### src/hw/rtl/gnd_pkg.sv
// Shared constants, types and helpers for the gather-ND address generator.
// No dependencies; every other file of the block imports this package.
package gnd_pkg;

	localparam int MAX_RANK = 4;
	localparam int DIM_BITS = 16;
	localparam int OFF_BITS = 32;
	localparam int IDX_BITS = 32;
	localparam int TPB_BITS = 32;
	localparam int RANK_W   = $clog2(MAX_RANK);
	localparam int CNT_W    = 2;
	localparam int OUT_W    = 3 * OFF_BITS;

	// register file geometry
	localparam int CFG_IDX_W    = 3;
	localparam int CFG_W        = 32;
	localparam int DATA_RANK_W  = 3;
	localparam int BATCH_DIMS_W = 2;
	localparam int TUPLE_LEN_W  = 3;

	localparam logic [CFG_IDX_W-1:0] REG_DATA_RANK        = 3'd0;
	localparam logic [CFG_IDX_W-1:0] REG_BATCH_DIMS       = 3'd1;
	localparam logic [CFG_IDX_W-1:0] REG_TUPLE_LEN        = 3'd2;
	localparam logic [CFG_IDX_W-1:0] REG_DIM_SIZE_0       = 3'd3;
	localparam logic [CFG_IDX_W-1:0] REG_DIM_SIZE_1       = 3'd4;
	localparam logic [CFG_IDX_W-1:0] REG_DIM_SIZE_2       = 3'd5;
	localparam logic [CFG_IDX_W-1:0] REG_DIM_SIZE_3       = 3'd6;
	localparam logic [CFG_IDX_W-1:0] REG_TUPLES_PER_BATCH = 3'd7;

	// cycles the stride products need after a register write
	localparam int SETTLE   = 2;
	localparam int SETTLE_W = $clog2(SETTLE + 1);

	typedef logic [OFF_BITS-1:0] off_t;
	typedef logic [DIM_BITS-1:0] dim_t;

	localparam off_t OFF_MAX = '1;

	typedef struct packed {
		logic                              busy;
		logic [BATCH_DIMS_W-1:0]           lead_dims;
		logic [TUPLE_LEN_W-1:0]            tuple_len;   // clamped to 1..4
		logic [MAX_RANK-1:0][DIM_BITS-1:0] dim;         // sizes, 1 beyond the rank
		logic [MAX_RANK-1:0][OFF_BITS-1:0] stride;
		logic                              init_err;    // geometry or stride overflow
		off_t                              slice;
		logic                              slice_sat;
		logic [TPB_BITS-1:0]               tpb;         // zero already mapped to one
	} cfg_t;

	// per-item data only the tuple's last component needs
	typedef struct packed {
		off_t                slice;
		logic                slice_sat;
		logic                bvalid;
		off_t                bstride;
		logic [TPB_BITS-1:0] tpb;
	} fin_t;

	typedef struct packed {
		logic                first;
		logic                last;
		logic                dvalid;
		logic                init_err;
		logic [IDX_BITS-1:0] idx;
		dim_t                dim;
		off_t                stride;
		fin_t                fin;
	} item_t;

	typedef struct packed {
		logic first;
		logic last;
		logic dvalid;
		logic init_err;
		logic inr;
		dim_t v;
		off_t stride;
		fin_t fin;
	} rng_t;

	typedef struct packed {
		logic first;
		logic last;
		logic dvalid;
		logic init_err;
		logic inr;
		off_t term;
		logic term_sat;
		fin_t fin;
	} prod_t;

	// saturating multiply, result is {saturated, value}
	function automatic logic [OFF_BITS:0] smul(input off_t a, input dim_t b);
		logic [OFF_BITS+DIM_BITS-1:0] p;
		begin
			p = (OFF_BITS+DIM_BITS)'(a) * (OFF_BITS+DIM_BITS)'(b);
			if (|p[OFF_BITS+DIM_BITS-1:OFF_BITS]) begin
				smul = {1'b1, OFF_MAX};
			end else begin
				smul = {1'b0, p[OFF_BITS-1:0]};
			end
		end
	endfunction

endpackage

### src/hw/rtl/gnd_cfg.sv
// Register file and derived geometry: effective sizes, row-major strides,
// slice length and the settle counter. Depends on gnd_pkg.
module gnd_cfg import gnd_pkg::*; (
	input  logic                 clk,
	input  logic                 arst_n,
	input  logic                 cfg_we,
	input  logic [CFG_IDX_W-1:0] cfg_index,
	input  logic [CFG_W-1:0]     cfg_wdata,
	output cfg_t                 cfg
);

	logic [DATA_RANK_W-1:0]            rank_q;
	logic [BATCH_DIMS_W-1:0]           bd_q;
	logic [TUPLE_LEN_W-1:0]            len_q;
	logic [MAX_RANK-1:0][DIM_BITS-1:0] dim_q;
	logic [TPB_BITS-1:0]               tpb_q;
	logic [SETTLE_W-1:0]               settle_q;
	off_t                              p2_q;
	off_t                              p1_q;
	logic                              s1_q;

	logic [DATA_RANK_W-1:0]            rank_eff;
	logic [TUPLE_LEN_W-1:0]            len_eff;
	logic [MAX_RANK-1:0][DIM_BITS-1:0] dim_eff;
	off_t                              p3;
	logic                              geom_ok;
	logic [3:0]                        slice_pos;
	logic [OFF_BITS:0]                 p2_full;

	always_ff @(posedge clk or negedge arst_n) begin
		if (!arst_n) begin
			rank_q   <= DATA_RANK_W'(1);
			bd_q     <= '0;
			len_q    <= TUPLE_LEN_W'(1);
			dim_q    <= {MAX_RANK{DIM_BITS'(1)}};
			tpb_q    <= TPB_BITS'(1);
			settle_q <= SETTLE_W'(SETTLE);
		end else begin
			if (cfg_we) begin
				unique case (cfg_index)
					REG_DATA_RANK:        rank_q   <= cfg_wdata[DATA_RANK_W-1:0];
					REG_BATCH_DIMS:       bd_q     <= cfg_wdata[BATCH_DIMS_W-1:0];
					REG_TUPLE_LEN:        len_q    <= cfg_wdata[TUPLE_LEN_W-1:0];
					REG_DIM_SIZE_0:       dim_q[0] <= cfg_wdata[DIM_BITS-1:0];
					REG_DIM_SIZE_1:       dim_q[1] <= cfg_wdata[DIM_BITS-1:0];
					REG_DIM_SIZE_2:       dim_q[2] <= cfg_wdata[DIM_BITS-1:0];
					REG_DIM_SIZE_3:       dim_q[3] <= cfg_wdata[DIM_BITS-1:0];
					REG_TUPLES_PER_BATCH: tpb_q    <= cfg_wdata[TPB_BITS-1:0];
					default: ;
				endcase
				settle_q <= SETTLE_W'(SETTLE);
			end else if (settle_q != '0) begin
				settle_q <= settle_q - SETTLE_W'(1);
			end
		end
	end

	always_comb begin
		if (rank_q == '0) begin
			rank_eff = DATA_RANK_W'(1);
		end else if (rank_q > DATA_RANK_W'(MAX_RANK)) begin
			rank_eff = DATA_RANK_W'(MAX_RANK);
		end else begin
			rank_eff = rank_q;
		end
		if (len_q == '0) begin
			len_eff = TUPLE_LEN_W'(1);
		end else if (len_q > TUPLE_LEN_W'(4)) begin
			len_eff = TUPLE_LEN_W'(4);
		end else begin
			len_eff = len_q;
		end
		for (int k = 0; k < MAX_RANK; k++) begin
			dim_eff[k] = (DATA_RANK_W'(k) < rank_eff) ? dim_q[k] : DIM_BITS'(1);
		end
	end

	assign p3      = OFF_BITS'(dim_eff[3]);
	assign p2_full = smul(p3, dim_eff[2]);

	// suffix products: p2 = d3*d2, p1 = p2*d1, one register each
	always_ff @(posedge clk) begin
		p2_q         <= p2_full[OFF_BITS-1:0];
		{s1_q, p1_q} <= smul(p2_q, dim_eff[1]);
	end

	assign geom_ok = (rank_q >= DATA_RANK_W'(1)) && (rank_q <= DATA_RANK_W'(MAX_RANK)) &&
		(len_q >= TUPLE_LEN_W'(1)) && (len_q <= TUPLE_LEN_W'(4)) &&
		(DATA_RANK_W'(bd_q) < rank_q) &&
		((4'(bd_q) + 4'(len_q)) <= 4'(rank_q));

	assign slice_pos = 4'(bd_q) + 4'(len_eff);

	always_comb begin
		cfg.busy       = (settle_q != '0);
		cfg.lead_dims  = bd_q;
		cfg.tuple_len  = len_eff;
		cfg.dim        = dim_eff;
		cfg.stride[3]  = OFF_BITS'(1);
		cfg.stride[2]  = p3;
		cfg.stride[1]  = p2_q;
		cfg.stride[0]  = p1_q;
		// only the stride of dimension zero can overflow; it is used when the
		// first looked-up dimension is zero or as the batch stride of one leading dimension
		cfg.init_err   = !geom_ok || ((bd_q <= BATCH_DIMS_W'(1)) && s1_q);
		cfg.tpb        = (tpb_q == '0) ? TPB_BITS'(1) : tpb_q;
		case (slice_pos)
			4'd1: begin
				cfg.slice     = p1_q;
				cfg.slice_sat = s1_q;
			end
			4'd2: begin
				cfg.slice     = p2_q;
				cfg.slice_sat = 1'b0;
			end
			4'd3: begin
				cfg.slice     = p3;
				cfg.slice_sat = 1'b0;
			end
			default: begin
				cfg.slice     = OFF_BITS'(1);
				cfg.slice_sat = 1'b0;
			end
		endcase
	end

endmodule

### src/hw/rtl/gnd_issue.sv
// Input register: component counter, per-tuple stride latch and capture of
// all geometry an item needs. Depends on gnd_pkg.
module gnd_issue import gnd_pkg::*; (
	input  logic                clk,
	input  logic                arst_n,
	input  cfg_t                cfg,
	input  logic                s_tvalid,
	output logic                s_tready,
	input  logic [IDX_BITS-1:0] s_tdata,
	input  logic                rdy_next,
	output logic                v_s1,
	output item_t               item_s1
);

	logic [CNT_W-1:0]                  cc_q;
	logic [MAX_RANK-1:0][OFF_BITS-1:0] tstride_q;

	logic                              accept;
	logic                              first;
	logic                              last;
	logic [2:0]                        d;
	logic [RANK_W-1:0]                 dsel;
	logic [MAX_RANK-1:0][OFF_BITS-1:0] stride_cur;
	item_t                             item;

	assign s_tready = !cfg.busy && (!v_s1 || rdy_next);
	assign accept   = s_tvalid && s_tready;

	always_comb begin
		first      = (cc_q == '0);
		last       = ((3'(cc_q) + 3'd1) >= cfg.tuple_len);
		d          = 3'(cfg.lead_dims) + 3'(cc_q);
		dsel       = d[RANK_W-1:0];
		// strides are taken fresh on a tuple's first item, latched otherwise
		stride_cur = first ? cfg.stride : tstride_q;

		item.first         = first;
		item.last          = last;
		item.dvalid        = (d < 3'(MAX_RANK));
		item.init_err      = cfg.init_err;
		item.idx           = s_tdata;
		item.dim           = cfg.dim[dsel];
		item.stride        = stride_cur[dsel];
		item.fin.slice     = cfg.slice;
		item.fin.slice_sat = cfg.slice_sat;
		item.fin.bvalid    = (cfg.lead_dims != '0);
		item.fin.bstride   = stride_cur[cfg.lead_dims - BATCH_DIMS_W'(1)];
		item.fin.tpb       = cfg.tpb;
	end

	always_ff @(posedge clk or negedge arst_n) begin
		if (!arst_n) begin
			cc_q <= '0;
			v_s1 <= 1'b0;
		end else begin
			if (accept) begin
				cc_q <= last ? '0 : cc_q + CNT_W'(1);
				v_s1 <= 1'b1;
			end else if (rdy_next) begin
				v_s1 <= 1'b0;
			end
		end
	end

	always_ff @(posedge clk) begin
		if (accept) begin
			item_s1 <= item;
			if (first) begin
				tstride_q <= cfg.stride;
			end
		end
	end

endmodule

### src/hw/rtl/gnd_term.sv
// Two pipeline stages: negative-index wrap with range check, then the
// saturating component-times-stride product. Depends on gnd_pkg.
module gnd_term import gnd_pkg::*; (
	input  logic  clk,
	input  logic  arst_n,
	input  logic  v_s1,
	input  item_t item_s1,
	output logic  rdy,
	input  logic  rdy_next,
	output logic  v_s3,
	output prod_t prod_s3
);

	logic              v_s2;
	rng_t              rng_s2;
	logic              rdy3;
	logic [IDX_BITS:0] idx_x;
	logic [IDX_BITS:0] dim_x;
	logic [IDX_BITS:0] w;
	rng_t              rng;
	prod_t             prod;

	assign rdy3 = !v_s3 || rdy_next;
	assign rdy  = !v_s2 || rdy3;

	always_comb begin
		idx_x = {item_s1.idx[IDX_BITS-1], item_s1.idx};
		dim_x = (IDX_BITS+1)'(item_s1.dim);
		w     = item_s1.idx[IDX_BITS-1] ? idx_x + dim_x : idx_x;

		rng.first    = item_s1.first;
		rng.last     = item_s1.last;
		rng.dvalid   = item_s1.dvalid;
		rng.init_err = item_s1.init_err;
		rng.inr      = !w[IDX_BITS] && (w < dim_x);
		rng.v        = w[DIM_BITS-1:0];
		rng.stride   = item_s1.stride;
		rng.fin      = item_s1.fin;

		prod.first              = rng_s2.first;
		prod.last               = rng_s2.last;
		prod.dvalid             = rng_s2.dvalid;
		prod.init_err           = rng_s2.init_err;
		prod.inr                = rng_s2.inr;
		{prod.term_sat, prod.term} = smul(rng_s2.stride, rng_s2.v);
		prod.fin                = rng_s2.fin;
	end

	always_ff @(posedge clk or negedge arst_n) begin
		if (!arst_n) begin
			v_s2 <= 1'b0;
			v_s3 <= 1'b0;
		end else begin
			if (rdy) begin
				v_s2 <= v_s1;
			end
			if (rdy3) begin
				v_s3 <= v_s2;
			end
		end
	end

	always_ff @(posedge clk) begin
		if (rdy && v_s1) begin
			rng_s2 <= rng;
		end
		if (rdy3 && v_s2) begin
			prod_s3 <= prod;
		end
	end

endmodule

### src/hw/rtl/gnd_accum.sv
// Tuple accumulation, batch base and destination bookkeeping, and the
// output register. Depends on gnd_pkg.
module gnd_accum import gnd_pkg::*; (
	input  logic             clk,
	input  logic             arst_n,
	input  logic             v_s3,
	input  prod_t            prod_s3,
	output logic             rdy,
	output logic             m_tvalid,
	input  logic             m_tready,
	output logic [OUT_W-1:0] m_tdata,
	output logic             m_tuser
);

	off_t                part_q;
	logic                terr_q;
	off_t                base_q;
	off_t                dest_q;
	logic [TPB_BITS-1:0] tib_q;

	logic                v_s4;
	off_t                part_s4;
	logic                err_s4;
	fin_t                fin_s4;

	logic                out_vld_q;
	off_t                out_src_q;
	off_t                out_dst_q;
	off_t                out_len_q;
	logic                out_err_q;

	logic                rdy_out;
	logic                fire3;
	logic                fire4;
	off_t                base_p;
	logic                base_e;
	logic [OFF_BITS:0]   sum_a;
	off_t                p_new;
	logic                e_new;
	logic [OFF_BITS:0]   sum_src;
	logic [OFF_BITS:0]   sum_dst;
	logic [OFF_BITS:0]   sum_base;
	logic [TPB_BITS:0]   tib_inc;
	logic                wrap;
	logic                sat_fin;

	assign rdy_out = !out_vld_q || m_tready;
	assign rdy     = !v_s4 || rdy_out;
	assign fire3   = v_s3 && rdy;
	assign fire4   = v_s4 && rdy_out;

	always_comb begin
		base_p = prod_s3.first ? '0 : part_q;
		base_e = prod_s3.first ? prod_s3.init_err : terr_q;
		sum_a  = {1'b0, base_p} + {1'b0, prod_s3.term};
		p_new  = base_p;
		e_new  = base_e;
		// a component past the last data dimension adds nothing
		if (prod_s3.dvalid) begin
			if (!prod_s3.inr) begin
				e_new = 1'b1;
			end else if (prod_s3.term_sat || sum_a[OFF_BITS]) begin
				p_new = OFF_MAX;
				e_new = 1'b1;
			end else begin
				p_new = sum_a[OFF_BITS-1:0];
			end
		end
	end

	always_comb begin
		sat_fin  = (base_q == OFF_MAX) || (dest_q == OFF_MAX) || fin_s4.slice_sat;
		sum_src  = {1'b0, base_q} + {1'b0, part_s4};
		sum_dst  = {1'b0, dest_q} + {1'b0, fin_s4.slice};
		sum_base = {1'b0, base_q} + {1'b0, fin_s4.bstride};
		tib_inc  = {1'b0, tib_q} + (TPB_BITS+1)'(1);
		wrap     = (tib_inc >= {1'b0, fin_s4.tpb});
	end

	always_ff @(posedge clk or negedge arst_n) begin
		if (!arst_n) begin
			part_q    <= '0;
			terr_q    <= 1'b0;
			base_q    <= '0;
			dest_q    <= '0;
			tib_q     <= '0;
			v_s4      <= 1'b0;
			out_vld_q <= 1'b0;
		end else begin
			if (fire3) begin
				part_q <= p_new;
				terr_q <= e_new;
			end
			if (rdy) begin
				v_s4 <= fire3 && prod_s3.last;
			end
			if (fire4) begin
				dest_q <= sum_dst[OFF_BITS] ? OFF_MAX : sum_dst[OFF_BITS-1:0];
				tib_q  <= wrap ? '0 : tib_inc[TPB_BITS-1:0];
				if (wrap && fin_s4.bvalid) begin
					base_q <= sum_base[OFF_BITS] ? OFF_MAX : sum_base[OFF_BITS-1:0];
				end
				out_vld_q <= 1'b1;
			end else if (m_tready) begin
				out_vld_q <= 1'b0;
			end
		end
	end

	always_ff @(posedge clk) begin
		if (fire3 && prod_s3.last) begin
			part_s4 <= p_new;
			err_s4  <= e_new;
			fin_s4  <= prod_s3.fin;
		end
		if (fire4) begin
			out_src_q <= sum_src[OFF_BITS] ? OFF_MAX : sum_src[OFF_BITS-1:0];
			out_dst_q <= dest_q;
			out_len_q <= fin_s4.slice;
			out_err_q <= err_s4 || sat_fin || sum_src[OFF_BITS] || sum_dst[OFF_BITS];
		end
	end

	assign m_tvalid = out_vld_q;
	assign m_tdata  = {out_len_q, out_dst_q, out_src_q};
	assign m_tuser  = out_err_q;

endmodule

### src/hw/rtl/gather_nd_address_generator_core.sv
// Gather-ND address generator: takes one signed index component per item and,
// on the last component of each tuple, returns the source element offset, the
// destination offset and the slice length, with an error flag for an
// out-of-range component, bad geometry or saturation. It takes one item every
// cycle unless the output stalls or the strides settle; a result passes the
// input, range-check, multiply, accumulate and output registers after its
// tuple's last component enters. After reset and after every register write,
// s_tready stays low while the two registered stride multiplies settle;
// register writes are taken in any cycle. Depends on gnd_pkg and the gnd_cfg,
// gnd_issue, gnd_term and gnd_accum modules.
module gather_nd_address_generator_core import gnd_pkg::*; (
	input  logic                 clk,
	input  logic                 arst_n,
	input  logic                 s_tvalid,
	output logic                 s_tready,
	input  logic [IDX_BITS-1:0]  s_tdata,   // [31:0] index_value
	output logic                 m_tvalid,
	input  logic                 m_tready,
	output logic [OUT_W-1:0]     m_tdata,   // [31:0] source_offset, [63:32] dest_offset,
	                                        // [95:64] slice_length
	output logic                 m_tuser,   // [0] index_error
	input  logic                 cfg_we,
	input  logic [CFG_IDX_W-1:0] cfg_index,
	input  logic [CFG_W-1:0]     cfg_wdata
);

	cfg_t  cfg;
	logic  v_s1;
	item_t item_s1;
	logic  rdy_term;
	logic  v_s3;
	prod_t prod_s3;
	logic  rdy_accum;

	gnd_cfg u_cfg (
		.clk       (clk),
		.arst_n    (arst_n),
		.cfg_we    (cfg_we),
		.cfg_index (cfg_index),
		.cfg_wdata (cfg_wdata),
		.cfg       (cfg)
	);

	gnd_issue u_issue (
		.clk      (clk),
		.arst_n   (arst_n),
		.cfg      (cfg),
		.s_tvalid (s_tvalid),
		.s_tready (s_tready),
		.s_tdata  (s_tdata),
		.rdy_next (rdy_term),
		.v_s1     (v_s1),
		.item_s1  (item_s1)
	);

	gnd_term u_term (
		.clk      (clk),
		.arst_n   (arst_n),
		.v_s1     (v_s1),
		.item_s1  (item_s1),
		.rdy      (rdy_term),
		.rdy_next (rdy_accum),
		.v_s3     (v_s3),
		.prod_s3  (prod_s3)
	);

	gnd_accum u_accum (
		.clk      (clk),
		.arst_n   (arst_n),
		.v_s3     (v_s3),
		.prod_s3  (prod_s3),
		.rdy      (rdy_accum),
		.m_tvalid (m_tvalid),
		.m_tready (m_tready),
		.m_tdata  (m_tdata),
		.m_tuser  (m_tuser)
	);

	// strides are stale right after a write, so no item may enter
	property p_cfg_holds_input;
		@(posedge clk) disable iff (!arst_n)
		cfg_we |=> !s_tready;
	endproperty
	a_cfg_holds_input: assert property (p_cfg_holds_input)
		else $error("item accepted while strides settle");

	// a slice length at the saturation value, or a destination offset that
	// already reached it, must carry the error flag
	property p_sat_flagged;
		@(posedge clk) disable iff (!arst_n)
		m_tvalid && ((m_tdata[OUT_W-1:2*OFF_BITS] == OFF_MAX) ||
			(m_tdata[2*OFF_BITS-1:OFF_BITS] == OFF_MAX)) |-> m_tuser;
	endproperty
	a_sat_flagged: assert property (p_sat_flagged)
		else $error("saturated result without error flag");

endmodule
### config.mk
export PLATFORM = sky130hd
export DESIGN_NAME = gather_nd_address_generator_core
export DESIGN_NICKNAME = d
export VERILOG_FILES = /design/src/hw/rtl/gnd_pkg.sv /design/src/hw/rtl/gnd_cfg.sv /design/src/hw/rtl/gnd_issue.sv /design/src/hw/rtl/gnd_term.sv /design/src/hw/rtl/gnd_accum.sv /design/src/hw/rtl/gather_nd_address_generator_core.sv
export SDC_FILE = /design/constraint.sdc
export NUM_CORES = 2
export LEC_CHECK = 0
export BUFFER_PORTS_ARGS = -buffer_cell sky130_fd_sc_hd__buf_2
export CAP_MARGIN = 20
export CELL_PAD_IN_SITES_DETAIL_PLACEMENT = 1
export CELL_PAD_IN_SITES_GLOBAL_PLACEMENT = 1
export CORE_MARGIN = 2
export CORE_UTILIZATION = 57
export CTS_CLUSTER_SIZE = 12
export DETAILED_ROUTE_END_ITERATION = 10
export PLACE_DENSITY_LB_ADDON = 0.08
export SKIP_LAST_GASP = 1
export SYNTH_ARGS = -nofsm -noshare
export SYNTH_HDL_FRONTEND = slang
export SYNTH_HIERARCHICAL = 1
export SYNTH_SLANG_ARGS = --single-unit
### constraint.sdc
create_clock -name clk -period 15.35 [get_ports clk]
set_clock_uncertainty 0.1 [all_clocks]
set_input_delay 3.07 -clock clk [delete_from_list [all_inputs] [get_ports clk]]
set_output_delay 3.07 -clock clk [all_outputs]
set_load 0.1 [all_outputs]
### Yosys cells after proc, flatten, opt, wreduce, memory -nomap -nowiden

Cells that the tools add are included.

| cells by class | value |
|---|---|
| add/subtract/negate cells | 13 |
| multiply operators | 3 |
| magnitude comparators | 19 |
| equal/unequal tests | 12 |
| multiplexer cells | 37 |
| reductions and logical operators | 57 |

Operators by type and width:

| operator | count |
|---|---|
| 2-to-1 mux 32 bit | 9 |
| adder 32 x 32 -> 33 bit | 4 |
| binary-select mux 32 bit (select 2 bit) | 2 |
| 2-to-1 mux 128 bit | 1 |
| 2-to-1 mux 33 bit | 3 |
| case mux 33 bit (3 select lines) | 1 |
| multiplier 32 x 16 -> 48 bit | 2 |
| 2-to-1 mux 16 bit | 5 |
| == test 32 bit (second input constant) | 2 |
| adder 32 x 1 -> 33 bit (second input constant) | 1 |
| adder 32 x 17 -> 33 bit | 1 |
| greater-or-equal comparator 33 x 32 -> 1 bit | 1 |
| less-than comparator 33 x 16 -> 1 bit | 1 |
| binary-select mux 16 bit (select 2 bit) | 1 |
| zero test 32 bit | 1 |
| multiplier 16 x 16 -> 32 bit | 1 |
| OR reduction 16 bit | 2 |
| AND reduction 2 bit | 9 |
| OR reduction 16 bit (first input constant) | 1 |
| logical AND 1 bit | 15 |
| == test 3 bit (second input constant) | 4 |
| logical OR 1 bit | 12 |
| 2-to-1 mux 3 bit | 4 |
| nonzero test 2 bit | 5 |
| other kinds (25) | 53 |

| word-level totals | value |
|---|---|
| register bits after elaboration | 1132 |
| input port bits | 72 |
| output and inout port bits | 99 |
| word-level logic and storage cells | 215 |

### Longest topological paths before layout

| logic depth | value |
|---|---|
| depth in word-level cells | 9 |
| gate-level depth with buffers | 31 |
| depth with buffers taken out | 26 |

### Modules after synthesis

Netlist, hierarchy kept.

Modules (own cells, without submodules):

| module | times used | cells each | area each (sq um) | seq. area each (sq um) |
|---|---|---|---|---|
| gnd_cfg | 1 | 3564 | 32459.9 | 3963.8 |
| gnd_term | 1 | 2481 | 27223.6 | 8668.3 |
| gnd_accum | 1 | 1962 | 20549.7 | 10124.7 |
| gnd_issue | 1 | 734 | 12924.9 | 9384.0 |

### Worst setup path after synthesis

No wires, ideal clock.

| timing | value |
|---|---|
| path type | input -> register |
| start point | in m_tready |
| end point | reg, netlist name u_issue/item_s1[0] |
| setup time | 0.660 ns |
| arrival time | 9.629 ns |
| required time | 14.590 ns |
| path slack | 4.961 ns |
| cell stages on the path | 5 |
| path buffers | 0 |
| cells stage by stage | nand3b_1 > nand3b_1 > nand2b_1 > nand2_1 > inv_1 |

| between the ends | value |
|---|---|
| cells in the longest elaborated chain, start to end | 7 |

Ends and longest elaborated chain:

| element | line | source |
|---|---|---|
| start: declaration | gather_nd_address_generator_core.sv:18 | `input logic m_tready,` |
| logical OR 1 bit | gnd_accum.sv:47 | `assign rdy_out = !out_vld_q \|\| m_tready;` |
| logical OR 1 bit | gnd_accum.sv:48 | `assign rdy = !v_s4 \|\| rdy_out;` |
| logical OR 1 bit | gnd_term.sv:23 | `assign rdy3 = !v_s3 \|\| rdy_next;` |
| logical OR 1 bit | gnd_term.sv:24 | `assign rdy = !v_s2 \|\| rdy3;` |
| net rdy_term | gather_nd_address_generator_core.sv:30 | `logic rdy_term;` |
| logical OR 1 bit | gnd_issue.sv:26 | `assign s_tready = !cfg.busy && (!v_s1 \|\| rdy_next);` |
| logical AND 1 bit | gnd_issue.sv:26 |  |
| logical AND 1 bit | gnd_issue.sv:27 | `assign accept = s_tvalid && s_tready;` |
| net u_issue.accept | gnd_issue.sv:18 | `logic accept;` |

The timed path passes the listed nets, and every way through them passes these cells.
A chain may end at the register's enable or synchronous reset.

==> run_results.csv <==
group,metric,value,unit
run_status,status,"finished clean",
synth,synthArstFlopShare,21.4,%
synth,yosys.area_share.simple,13.3,%
global_route,grt_pass1_vias,74000,
floorplan,die_area,167000,um2
detailed_routing,drc,0,
timing,period_minus_slack,9000,ps
synth,yosys_warnings,6,
timing,rsz0062_at_grt,"no",
global_route,grt_antenna_before_repair,22,
synth,synthTopCellsByCount,"inv_1 (1,240), nand2_1 (1,051), fa_1 (1,038), edfxtp_1 (825), and2_1 (567)",
timing,hold_viol_final,0,
critical_path,start_kind,"register",
global_route,grt_pass1_wl,442,mm
timing,setup_viol,0,
global_route,grt_max_degree,161,
clock_tree,post_cts_resized,0,
detailed_routing,drtPass1Iterations,5,
cells_and_area,fill_cells,17400,
synth,synth_area_leaders,"edfxtp_1 (27%), fa_1 (22%), ha_1 (7.4%)",
timing,finalWorstSetupSlack,6350,ps
timing,relSlewSlack,18.4,%
critical_path,cp_data_required_time,15840,ps
cells_and_area,layout-drive-gt1-share,9.13,%
global_route,track_usage,34.7,%
clock_tree,clock_latency,780,ps
synth,synth_top_family_by_area,"adder cells",
timing,finalCritPeriodShare,58.7,%
synth,synth_area,93200,um2
job,drv_cap,0,
detailed_routing,vias,66600,
global_route,grt.overflow.total,0,
floorplan,core-area,163000,um2
synth,synth_top_cell_area_share,26.6,%
synth,synth_edf_count,825,
critical_path,reg2reg_slack,6350,ps
clock_tree,cts_tree,"done",
cells_and_area,stdcell_count,11000,
clock_tree,clock_sinks,1132,
timing,fmax,0.111,GHz
critical_path,cpMostUsedCell,"fa_1",
synth,syn_avg_cell_area,10.7,um2
detailed_routing,drt_wl_total,287,mm
synth,synth_ff_type,"edfxtp_1",
placed_design,dp_cells,10700,
placed_design,gp_congestion,0.951,
clock_tree,cts.path.max_buffers,3,
clock_tree,cts_root_buf,"clkbuf_16",
synth,synth_seq_cells,1132,
critical_path,path_buf_inv,7,
synth,yosys.area_share.adder,29.7,%
synth,ys_seq_area_share,34.5,%
critical_path,critPathMaxFanout,94,
cells_and_area,multi_input_area,54000,um2
detailed_routing,drt_iter0_drc,5502,
floorplan,die_w,408,um
floorplan,die_h,408,um
detailed_routing,final_antenna_net_count,0,
placed_design,io_buffers,170,
synth,synth_cell_types,114,
synth,synthCells,8741,
synth,synth-compound-area-share,8.62,%
detailed_routing,routed_via_density,6.07,
critical_path,crit_path_end_kind,"register",
clock_tree,clk_pin_slew,60,ps
critical_path,slowest_stage,"buf_4",
clock_tree,cts_max_level,3,
placed_design,dp_slack,6440,ps
clock_tree,cts_buffers,118,
synth,yosys.area_share.xor_xnor,2.32,%
critical_path,crit_family,"adder cells",
placed_design,hpwl,216,mm
clock_tree,post_cts_buffers,0,
synth,synth.most_common_cell,"inv_1",
timing,worstMarginPinSlew,1220,ps
floorplan,ios,171,
cells_and_area,syn2layout_area_growth,6.45,%
critical_path,max_stage_delay,550,ps
synth,synth_top_area_cell,"edfxtp_1",
cells_and_area,ff_latch_area,32100,um2
floorplan,start_util,57.3,%
cells_and_area,nNetsFinal,10300,
clock_tree,hold_buffers,0,
timing,slew_violations,0,
critical_path,path_class,"register to register",
timing,hold_ws,294,ps
timing,finalSetupTns,0,ps
detailed_routing,wl_per_cell,26.2,um
synth,synthMuxAreaShare,3.70,%
critical_path,worstPathArrival,9490,ps
min_path,hp-class,"register to register",
floorplan,rows,148,
==> layout by cell type (no fill, tap or decap), types with 34 or more instances in the layout <==
cell,count
nor2_1,276
clkbuf_16,118
conb_1,48
fa_1,1038
nand4_1,105
o22ai_1,74
dfrtp_1,233
a221oi_1,66
and3_1,118
a211oi_1,42
nand2_1,1050
nand3_1,73
o22a_1,34
nand2b_1,35
buf_2,169
ha_1,551
edfxtp_1,825
xor2_1,103
mux2_2,209
dfxtp_1,65
and2_1,566
o21bai_1,45
inv_1,1239
mux2i_1,72
nor2b_1,74
nor3_1,52
a21o_1,97
buf_4,117
a21oi_1,305
o21ai_0,228
clkbuf_1,52
o21a_1,40
xnor2_1,144
a31oi_1,53
==> registers in the layout, indices dropped and copies added, names as in the netlist, 48 cells and up <==
| name | cells |
|---|---|
| u_accum/fin_s4 | 98 |
| u_cfg/dim_q | 64 |
| u_issue/item_s1 | 182 |
| u_issue/tstride_q | 128 |
| u_term/prod | 103 |
| u_term/prod_s3 | 136 |
| u_term/rng_s2 | 48 |
==> worst paths after layout <==
path	start	end	depth (start not counted)
setup / recovery	u_cfg/rank_q[2]	u_cfg/p1_q[29]	27
hold / removal	u_issue/item_s1[92]	u_term/prod[92]	0
setup reg to reg	u_cfg/rank_q[2]	u_cfg/p1_q[29]	27
hold reg to reg	u_issue/item_s1[92]	u_term/prod[92]	0
max in group asynchronous	arst_n	u_cfg/rank_q[2]	2
min in group asynchronous	arst_n	u_accum/dest_q[11]	1
==> final cells by class <==
type                            instances  share of cell area (%)
Tap cell                             2175                    2.74
Clock buffer                          184                    3.37
Multi-Input combinational cell       5894                    54.4
Antenna cell                            6                  0.0151
Inverter                             1243                    4.72
Sequential cell                      1132                    32.4
Clock inverter                         38                   0.459
Timing Repair Buffer                  293                    1.85
==> cell families after synthesis <==
family,after synthesis
buffers and inverters,1761
other,2
DFF,1132
adders and majority gates,1590
and+or+nand+nor,2500
muxes,298
AOI/OAI and AO/OA,1211
xor gates and xnor gates,247
==> metrics by stage <==
step	utilization [%]	instance area [um2]
floorplan	-	93300
global placement	58.6	95300
detailed placement	58.6	95300
CTS	60.9	99100
global route	61.0	99200
finish	61.0	99200
==> metal layers <==
metal | vias to the layer above | global-route usage (%) | part of all wire [%]
li1 | 28800 | - | -
met1 | 34500 | 44.1 | 40
met2 | 2501 | 58.5 | 49
met3 | 749 | 5.61 | 6.5
met4 | 20 | 15.7 | 4.9
met5 | - | 0 | 0.055
Power is not shown: default switching activity piles up to over one toggle a cycle in this logic, so the estimate is an artifact.
